<file path="src/sv/dq_pkg.sv">
// dq_pkg: types, codes and ring helpers shared by the double-ended queue core
// depends on nothing; imported by dq_front, dq_back, dq_result_queue and the top level
package dq_pkg;

  localparam int DEPTH     = 64;
  localparam int AW        = $clog2(DEPTH);
  localparam int CW        = $clog2(DEPTH + 1);
  localparam int CMD_DEPTH = 2;
  localparam int CPW       = $clog2(CMD_DEPTH);
  localparam int CCW       = $clog2(CMD_DEPTH + 1);
  localparam int OUT_DEPTH = 4;
  localparam int OPW       = $clog2(OUT_DEPTH);
  localparam int OCW       = $clog2(OUT_DEPTH + 1);

  typedef enum logic [2:0] {
    OP_PUSH_FRONT = 3'd0,
    OP_PUSH_BACK  = 3'd1,
    OP_POP_FRONT  = 3'd2,
    OP_POP_BACK   = 3'd3,
    OP_DRAIN      = 3'd4
  } op_t;

  localparam logic [1:0] ST_POPPED  = 2'd0;
  localparam logic [1:0] ST_DRAINED = 2'd1;
  localparam logic [1:0] ST_FULL    = 2'd2;

  typedef enum logic {
    SQ_IDLE,
    SQ_DRAIN
  } seq_state_t;

  typedef struct packed {
    op_t                op;
    logic signed [31:0] value;
  } cmd_t;

  typedef struct packed {
    logic signed [31:0] word;
    logic [1:0]         status;
    logic               last;
  } res_t;

  function automatic logic [AW-1:0] ring_add(input logic [AW-1:0] base,
                                             input logic [AW-1:0] off);
    logic [AW:0] sum;
    sum = {1'b0, base} + {1'b0, off};
    if (sum >= (AW+1)'(DEPTH)) begin
      sum = sum - (AW+1)'(DEPTH);
    end
    return sum[AW-1:0];
  endfunction

  function automatic logic [AW-1:0] ring_dec(input logic [AW-1:0] base);
    logic [AW-1:0] res;
    if (base == '0) begin
      res = AW'(DEPTH - 1);
    end else begin
      res = base - 1'b1;
    end
    return res;
  endfunction

endpackage

</file>
<file path="src/sv/double_ended_queue_core.sv">
// double_ended_queue_core: top level of the bounded double-ended queue of 32-bit words
// depends on dq_pkg, dq_front, dq_back and dq_result_queue
//
// input channel: operation and value with push/full; a request is taken at a clock
//   edge with push high and full low. codes 0..4 push front, push back, pop front,
//   pop back, drain; other codes are taken and ignored
// result channel: word, status and last with empty/pop; the oldest result sits on
//   the ports while empty is low and leaves at an edge with pop high
// a pop result passes the command queue, the ring read register and the result queue; pushes give no
//   result unless the ring is full, then one result with status full
// pushes and pops run at one request per cycle while the result queue has room,
//   through the two-entry command queue; a drain holds the back end in its drain state,
//   one ring read per cycle with room, words front to back with last on the final one
// a stalled receiver fills the four-entry result queue, the back end then stops
//   issuing, the command queue fills and full rises; nothing is lost
// reset (synchronous, active high) empties every queue, sets head and fill to zero
//   and drops any request in flight; stored words stay undefined until written
module double_ended_queue_core (
  input  logic               clk,
  input  logic               rst,
  input  logic               push,
  output logic               full,
  input  logic [2:0]         operation,
  input  logic signed [31:0] value,
  output logic               empty,
  input  logic               pop,
  output logic signed [31:0] word,
  output logic [1:0]         status,
  output logic               last
);
  import dq_pkg::*;

  logic           cmd_valid;
  cmd_t           cmd;
  logic           cmd_take;
  logic [OCW-1:0] res_level;
  logic           res_wr;
  res_t           res_in;
  res_t           res_out;

  dq_front u_front (
    .clk       (clk),
    .rst       (rst),
    .push      (push),
    .full      (full),
    .operation (operation),
    .value     (value),
    .cmd_valid (cmd_valid),
    .cmd       (cmd),
    .cmd_take  (cmd_take)
  );

  dq_back u_back (
    .clk       (clk),
    .rst       (rst),
    .cmd_valid (cmd_valid),
    .cmd       (cmd),
    .cmd_take  (cmd_take),
    .res_level (res_level),
    .res_wr    (res_wr),
    .res       (res_in)
  );

  dq_result_queue u_result_queue (
    .clk    (clk),
    .rst    (rst),
    .wr     (res_wr),
    .wr_res (res_in),
    .pop    (pop),
    .empty  (empty),
    .rd_res (res_out),
    .level  (res_level)
  );

  assign word   = res_out.word;
  assign status = res_out.status;
  assign last   = res_out.last;

endmodule

</file>
<file path="src/sv/dq_front.sv">
// dq_front: accepts input requests, drops unused operation codes and queues the rest
// depends on dq_pkg; feeds dq_back through a two-entry command queue
module dq_front (
  input  logic               clk,
  input  logic               rst,
  input  logic               push,
  output logic               full,
  input  logic [2:0]         operation,
  input  logic signed [31:0] value,
  output logic               cmd_valid,
  output dq_pkg::cmd_t       cmd,
  input  logic               cmd_take
);
  import dq_pkg::*;

  cmd_t           q [CMD_DEPTH];
  logic [CPW-1:0] wptr;
  logic [CPW-1:0] rptr;
  logic [CCW-1:0] count;
  logic           accept;
  logic           enq;
  logic           deq;

  assign full      = (count == CCW'(CMD_DEPTH));
  assign accept    = push && !full;
  assign enq       = accept && (operation inside {[OP_PUSH_FRONT:OP_DRAIN]});
  assign cmd_valid = (count != '0);
  assign deq       = cmd_valid && cmd_take;
  assign cmd       = q[rptr];

  always_ff @(posedge clk) begin
    if (rst) begin
      wptr  <= '0;
      rptr  <= '0;
      count <= '0;
    end else begin
      if (enq) begin
        wptr <= wptr + 1'b1;
      end
      if (deq) begin
        rptr <= rptr + 1'b1;
      end
      count <= count + CCW'(enq) - CCW'(deq);
    end
  end

  always_ff @(posedge clk) begin
    if (enq) begin
      q[wptr].op    <= op_t'(operation);
      q[wptr].value <= value;
    end
  end

endmodule

</file>
<file path="src/sv/dq_result_queue.sv">
// dq_result_queue: small result queue that parts the back end from the receiver
// depends on dq_pkg; written by dq_back, read through the top-level result ports
module dq_result_queue (
  input  logic                   clk,
  input  logic                   rst,
  input  logic                   wr,
  input  dq_pkg::res_t           wr_res,
  input  logic                   pop,
  output logic                   empty,
  output dq_pkg::res_t           rd_res,
  output logic [dq_pkg::OCW-1:0] level
);
  import dq_pkg::*;

  res_t           q [OUT_DEPTH];
  logic [OPW-1:0] wptr;
  logic [OPW-1:0] rptr;
  logic [OCW-1:0] count;
  logic           deq;

  assign empty  = (count == '0);
  assign deq    = pop && !empty;
  assign rd_res = q[rptr];
  assign level  = count;

  always_ff @(posedge clk) begin
    if (rst) begin
      wptr  <= '0;
      rptr  <= '0;
      count <= '0;
    end else begin
      if (wr) begin
        wptr <= wptr + 1'b1;
      end
      if (deq) begin
        rptr <= rptr + 1'b1;
      end
      count <= count + OCW'(wr) - OCW'(deq);
    end
  end

  always_ff @(posedge clk) begin
    if (wr) begin
      q[wptr] <= wr_res;
    end
  end

  a_count_bound: assert property (@(posedge clk) disable iff (rst)
    count <= OCW'(OUT_DEPTH))
    else $error("result queue count beyond depth");

  a_no_overflow: assert property (@(posedge clk) disable iff (rst)
    wr |-> (count < OCW'(OUT_DEPTH)))
    else $error("result written while queue full");

  a_pop_drops: assert property (@(posedge clk) disable iff (rst)
    (deq && !wr) |=> (count == $past(count) - 1'b1))
    else $error("result queue count not reduced on pop");

endmodule

</file>
<file path="src/sv/dq_back.sv">
// dq_back: ring store, head index and fill count, and the drain sequencer
// depends on dq_pkg; takes commands from dq_front and writes dq_result_queue
module dq_back (
  input  logic                   clk,
  input  logic                   rst,
  input  logic                   cmd_valid,
  input  dq_pkg::cmd_t           cmd,
  output logic                   cmd_take,
  input  logic [dq_pkg::OCW-1:0] res_level,
  output logic                   res_wr,
  output dq_pkg::res_t           res
);
  import dq_pkg::*;

  logic signed [31:0] mem [DEPTH];
  seq_state_t         state;
  seq_state_t         state_next;
  logic [AW-1:0]      head;
  logic [AW-1:0]      head_next;
  logic [CW-1:0]      fill;
  logic [CW-1:0]      fill_next;
  logic [CW-1:0]      fill_m1;
  logic [AW-1:0]      idx;
  logic [AW-1:0]      idx_next;
  logic               room;
  logic               drain_last;
  logic               wr_en;
  logic [AW-1:0]      wr_addr;
  logic               rd_en;
  logic [AW-1:0]      rd_addr;
  logic               iss;
  logic               iss_zero;
  logic [1:0]         iss_status;
  logic               iss_last;
  logic               rd_pend;
  logic               rd_zero;
  logic [1:0]         rd_status;
  logic               rd_last;
  logic signed [31:0] rd_data;

  assign fill_m1    = fill - 1'b1;
  assign room       = ({1'b0, res_level} + (OCW+1)'(rd_pend)) < (OCW+1)'(OUT_DEPTH);
  assign drain_last = (idx == fill_m1[AW-1:0]);

  // next state
  always_comb begin
    state_next = state;
    case (state)
      SQ_IDLE: begin
        if (cmd_valid && room && cmd.op == OP_DRAIN && fill != '0) begin
          state_next = SQ_DRAIN;
        end
      end
      SQ_DRAIN: begin
        if (room && drain_last) begin
          state_next = SQ_IDLE;
        end
      end
      default: state_next = SQ_IDLE;
    endcase
  end

  // datapath control
  always_comb begin
    cmd_take   = 1'b0;
    wr_en      = 1'b0;
    wr_addr    = head;
    rd_en      = 1'b0;
    rd_addr    = head;
    iss        = 1'b0;
    iss_zero   = 1'b0;
    iss_status = ST_POPPED;
    iss_last   = 1'b1;
    head_next  = head;
    fill_next  = fill;
    idx_next   = idx;
    case (state)
      SQ_IDLE: begin
        if (cmd_valid && room) begin
          cmd_take = 1'b1;
          case (cmd.op)
            OP_PUSH_FRONT, OP_PUSH_BACK: begin
              if (fill == CW'(DEPTH)) begin
                iss        = 1'b1;
                iss_zero   = 1'b1;
                iss_status = ST_FULL;
              end else begin
                wr_en     = 1'b1;
                fill_next = fill + 1'b1;
                if (cmd.op == OP_PUSH_FRONT) begin
                  wr_addr   = ring_dec(head);
                  head_next = ring_dec(head);
                end else begin
                  wr_addr = ring_add(head, fill[AW-1:0]);
                end
              end
            end
            OP_POP_FRONT, OP_POP_BACK: begin
              if (fill != '0) begin
                rd_en     = 1'b1;
                iss       = 1'b1;
                fill_next = fill_m1;
                if (cmd.op == OP_POP_FRONT) begin
                  head_next = ring_add(head, AW'(1));
                end else begin
                  rd_addr = ring_add(head, fill_m1[AW-1:0]);
                end
              end
            end
            OP_DRAIN: begin
              idx_next = '0;
            end
            default: begin
            end
          endcase
        end
      end
      SQ_DRAIN: begin
        if (room) begin
          rd_en      = 1'b1;
          rd_addr    = ring_add(head, idx);
          iss        = 1'b1;
          iss_status = ST_DRAINED;
          iss_last   = drain_last;
          if (drain_last) begin
            fill_next = '0;
          end else begin
            idx_next = idx + 1'b1;
          end
        end
      end
      default: begin
      end
    endcase
  end

  always_ff @(posedge clk) begin
    if (rst) begin
      state   <= SQ_IDLE;
      head    <= '0;
      fill    <= '0;
      idx     <= '0;
      rd_pend <= 1'b0;
    end else begin
      state   <= state_next;
      head    <= head_next;
      fill    <= fill_next;
      idx     <= idx_next;
      rd_pend <= iss;
    end
  end

  always_ff @(posedge clk) begin
    if (wr_en) begin
      mem[wr_addr] <= cmd.value;
    end
    if (rd_en) begin
      rd_data <= mem[rd_addr];
    end
    if (iss) begin
      rd_zero   <= iss_zero;
      rd_status <= iss_status;
      rd_last   <= iss_last;
    end
  end

  assign res_wr     = rd_pend;
  assign res.word   = rd_zero ? 32'sd0 : rd_data;
  assign res.status = rd_status;
  assign res.last   = rd_last;

  a_fill_bound: assert property (@(posedge clk) disable iff (rst)
    fill <= CW'(DEPTH))
    else $error("fill count beyond depth");

  a_drain_nonempty: assert property (@(posedge clk) disable iff (rst)
    (state == SQ_DRAIN) |-> (fill != '0))
    else $error("drain running on an empty ring");

  a_pend_room: assert property (@(posedge clk) disable iff (rst)
    rd_pend |-> (res_level < OCW'(OUT_DEPTH)))
    else $error("result issued without space in result queue");

endmodule

</file>
<file path="config.mk">
export PLATFORM = sky130hd
export DESIGN_NAME = double_ended_queue_core
export DESIGN_NICKNAME = d
export VERILOG_FILES = /design/src/sv/dq_pkg.sv /design/src/sv/double_ended_queue_core.sv /design/src/sv/dq_front.sv /design/src/sv/dq_result_queue.sv /design/src/sv/dq_back.sv
export SDC_FILE = /design/constraint.sdc
export NUM_CORES = 2
export LEC_CHECK = 0
export BUFFER_PORTS_ARGS = -buffer_cell sky130_fd_sc_hd__buf_4
export CELL_PAD_IN_SITES_DETAIL_PLACEMENT = 1
export CELL_PAD_IN_SITES_GLOBAL_PLACEMENT = 1
export CORE_MARGIN = 3
export CORE_UTILIZATION = 50
export CTS_CLUSTER_DIAMETER = 80
export DETAILED_ROUTE_END_ITERATION = 12
export PLACE_DENSITY = 0.78
export RECOVER_POWER = 50
export SLEW_MARGIN = 20
export SYNTH_ARGS = -nofsm -noshare
export SYNTH_HDL_FRONTEND = slang
export SYNTH_SLANG_ARGS = --single-unit
</file>
<file path="constraint.sdc">
create_clock -name clk -period 12.25 [get_ports clk]
set_input_delay 2.45 -clock clk [delete_from_list [all_inputs] [get_ports clk]]
set_output_delay 2.45 -clock clk [all_outputs]
set_load 0.1 [all_outputs]
</file>
==> results.sh <==
export IMPL_path_max_fanout=58
export IMPL_synth_nets=6221
export IMPL_fin_cells=8905
export IMPL_syn_mean_instance_area_um2=15.1
export IMPL_timing_reg2reg_setup_slack_ps=2800
export IMPL_grt_pass1_vias=62200
export IMPL_cts_sinks=2328
export IMPL_fmaxAchievable_mhz=106
export IMPL_insertion_delay_ps=900
export IMPL_cp_start_kind="flip-flop"
export IMPL_ys_flop_type="edfxtp_1"
export IMPL_post_place_ws_ps=5190
export IMPL_synthSimpleGateAreaFrac_pct=8.91
export IMPL_grt_pass1_wl_um=457000
export IMPL_synth_compound_area_share_pct=7.42
export IMPL_io_buffers=75
export IMPL_area_growth_pct=11.4
export IMPL_end_kind="flip-flop"
export IMPL_synth_cell_type_count=80
export IMPL_synth_edff_count=2293
export IMPL_die_h_um=437
export IMPL_place_congestion=0.864
export IMPL_rsz0062_at_grt="no"
export IMPL_drive_above_1_share_pct=12.6
export IMPL_ys_ff_latch=2328
export IMPL_outcome="complete, but fails checks"
export IMPL_yosysSeqAreaShare_pct=74.9
export IMPL_synth_xor_area_share_pct=0.377
export IMPL_worst_pin_slew_ps=4050
export IMPL_ir_worst_vdd_v=0.000167
export IMPL_hp_class="reg2reg"
export IMPL_grt_max_degree=120
export IMPL_p_leak_nw=33.6
export IMPL_cts_clk_slew_worst_paths_ps=70
export IMPL_num_rows=157
export IMPL_grt_overflow=0
export IMPL_slew_violations=2281
export IMPL_ys_async_sr_fraction_pct=0
export IMPL_synth_top_family_by_area="simple AND/OR/NAND/NOR gates"
export IMPL_ios=76
export IMPL_drcViolationCount=0
export IMPL_design_die_area_mm2=0.191
export IMPL_hpwl_um=182000
export IMPL_synth_mux_area_fraction_pct=5.31
export IMPL_fin_ws_ps=2800
export IMPL_drt_wl_total_um=324000
export IMPL_ctsHoldBuffers=0
export IMPL_grt_util_all_layers_pct=33.4
export IMPL_postCtsSetupBuffers=0
export IMPL_post_drt_wl_per_cell_um=36.4
export IMPL_synth_cells=6148
export IMPL_syn_area_mm2=0.0929
export IMPL_critPathArrivalTime_ps=10080
export IMPL_tns_ps=0
export IMPL_yosys_area_share_adder_pct=0.490
export IMPL_dp_cells=8488
export IMPL_fin_nets=6319
export IMPL_cp_required_ps=12880
export IMPL_cts_root_buf="clkbuf_16"
export IMPL_cts_tree="done"
export IMPL_drv_cap=39
export IMPL_cts_buffer_depth=3
export IMPL_num_vias=61100
export IMPL_finalHoldViolations=0
export IMPL_cts_resized=0
export IMPL_post_route_period_util_pct=77.1
export IMPL_violations="capacitance limit, slew limit"
export IMPL_antenna_found_initial=24
export IMPL_initial_utilization_pct=50.5
export IMPL_coreArea_mm2=0.184
export IMPL_antenna_left=0
export IMPL_finClkSkew_ps=60.2
export IMPL_die_w_um=437
export IMPL_drtIter0Drc=9857
export IMPL_setup_viol=0
export IMPL_htreeDepth=4
export IMPL_numCtsBuffers=220
export IMPL_power_density_mw_per_mm2=197
export IMPL_dr_pass1_iters=6
export IMPL_relSlewSlack_pct=-170
export IMPL_via_per_inst=6.86
export IMPL_min_period_ps=9450
export IMPL_ys_warn_count=0
export IMPL_criticalPathCategory="reg2reg"
## metal layers
| metal | wire (um) | part of all wire [%] | vias to the layer above | track usage [%] |
|---|---|---|---|---|
| met4 | 21200 | 6.6 | 16 | 18.5 |
| met3 | 43600 | 13 | 1154 | 9.18 |
| met1 | 112000 | 35 | 31000 | 43.5 |
| met5 | 96 | 0.030 | - | 0 |
| li1 | - | - | 23900 | - |
| met2 | 147000 | 45 | 5001 | 51.1 |
## worst paths after layout
check	start	to	depth (start not counted)
setup reg to reg	flip-flop	u_back.rd_data[12]	13
hold reg to reg	u_back.rd_status[0]	u_result_queue.q[1][1]	0
hold / removal	u_back.rd_status[0]	u_result_queue.q[1][1]	0
setup / recovery	flip-flop	u_back.rd_data[12]	13
## logic make-up (layout without fill, tap and decap cells)
kind of cell             after synthesis  in the layout
AND/OR/NAND/NOR                     1924           1924
adder cells (fa/ha/maj)               34             34
AO/OA/AOI/OAI                        968            968
flip-flops                          2328           2328
other                                  0             16
buffers and inverters                498            775
multiplexers                         356            356
XOR/XNOR                              40             40
## placed cells by master, fill, tap and decap left out, types with 100 or more instances in the layout
| cell type | n |
|---|---|
| mux2i_1 | 182 |
| inv_1 | 100 |
| a21oi_1 | 196 |
| mux4_2 | 102 |
| nand3_1 | 322 |
| buf_4 | 201 |
| a211oi_1 | 103 |
| a31oi_1 | 114 |
| nand2_1 | 1202 |
| edfxtp_1 | 2293 |
| clkbuf_16 | 225 |
## cell usage after synthesis, types with 12 or more instances
cell       count  area, um2
xor2_1        16        140
and3_1        22        138
or4_1         14        105
nand4_1       22        138
a2111oi_0     91        797
a31oi_1      114        713
a221oi_1      28        245
o21ai_0       66        330
nand2_1     1202       4510
mux4_2       102       2300
buf_6         22        248
buf_4         51        383
a311oi_1      87        762
buf_2        157        786
o221ai_1      22        193
nor2b_1       39        244
o22ai_1       71        444
nor3_1        52        260
xnor2_1       24        210
nor2_1       147        552
edfxtp_1    2293      68900
and2_1        26        163
mux2i_1      182       1820
mux2_2        72        811
nor4_1        39        244
a32oi_1       34        298
dfxtp_1       35        701
a21oi_1      198        991
ha_1          30        375
clkbuf_1     128        480
a22oi_1       21        158
o211ai_1      17        128
a32o_1        12        120
o2111ai_1     20        175
inv_1        100        375
nand3_1      325       1630
buf_1         38        143
a211oi_1     104        781
## critical path: stages (launching register included)
cell,delay [ps]
dfxtp_2,310
clkbuf_1,2390
nand4b_1,460
a221oi_2,730
and4_4,790
buf_4,640
a211o_4,550
buf_4,590
buf_4,700
nand2_1,490
o22a_1,370
o21ai_0,330
o22ai_1,150
or4_1,540
## registers in the layout, indices dropped and copies added, names as in the netlist, 3 cells and up, named ones only
register,flops
u_back.mem,2048
u_result_queue.q,140
u_front.q,70
u_back.rd_data,32
u_back.fill,7
u_back.head,6
u_back.idx,6
u_result_queue.level,3
## area by class of cell
| cell class | count | area, um2 |
|---|---|---|
| Fill cell | 17100 | 80400 |
| Sequential cell | 2328 | 69600 |
| Multi-Input combinational cell | 3322 | 21600 |
| Clock buffer | 272 | 5810 |
| Tap cell | 2464 | 3080 |
| Timing Repair Buffer | 274 | 1960 |
| Clock inverter | 129 | 1010 |
| Inverter | 100 | 375 |
| Antenna cell | 16 | 40.0 |
## power by group
part           internal (mW)  leakage (nW)  total (mW)  switching (mW)
logic                   1.04          9.35        4.33            3.29
registers               9.40          20.9        9.49          0.0863
clock network           3.60          3.37        6.61            3.01
## through the flow
stage | utilization [%] | hold slack [ps] | instance area [um2] | power, mW
6_report | 56.3 | 491 | 103000 | 20.4
5_1_grt | 56.3 | 531 | 103000 | 20.9
4_1_cts | 56.4 | 500 | 104000 | 20.2
3_5_place_dp | 52.7 | 499 | 96800 | 13.7
3_3_place_gp | 52.6 | 497 | 96800 | 13.5
2_1_floorplan | - | 459 | 92900 | 12.1
No activity file was read; power rests on OpenSTA's default activity.
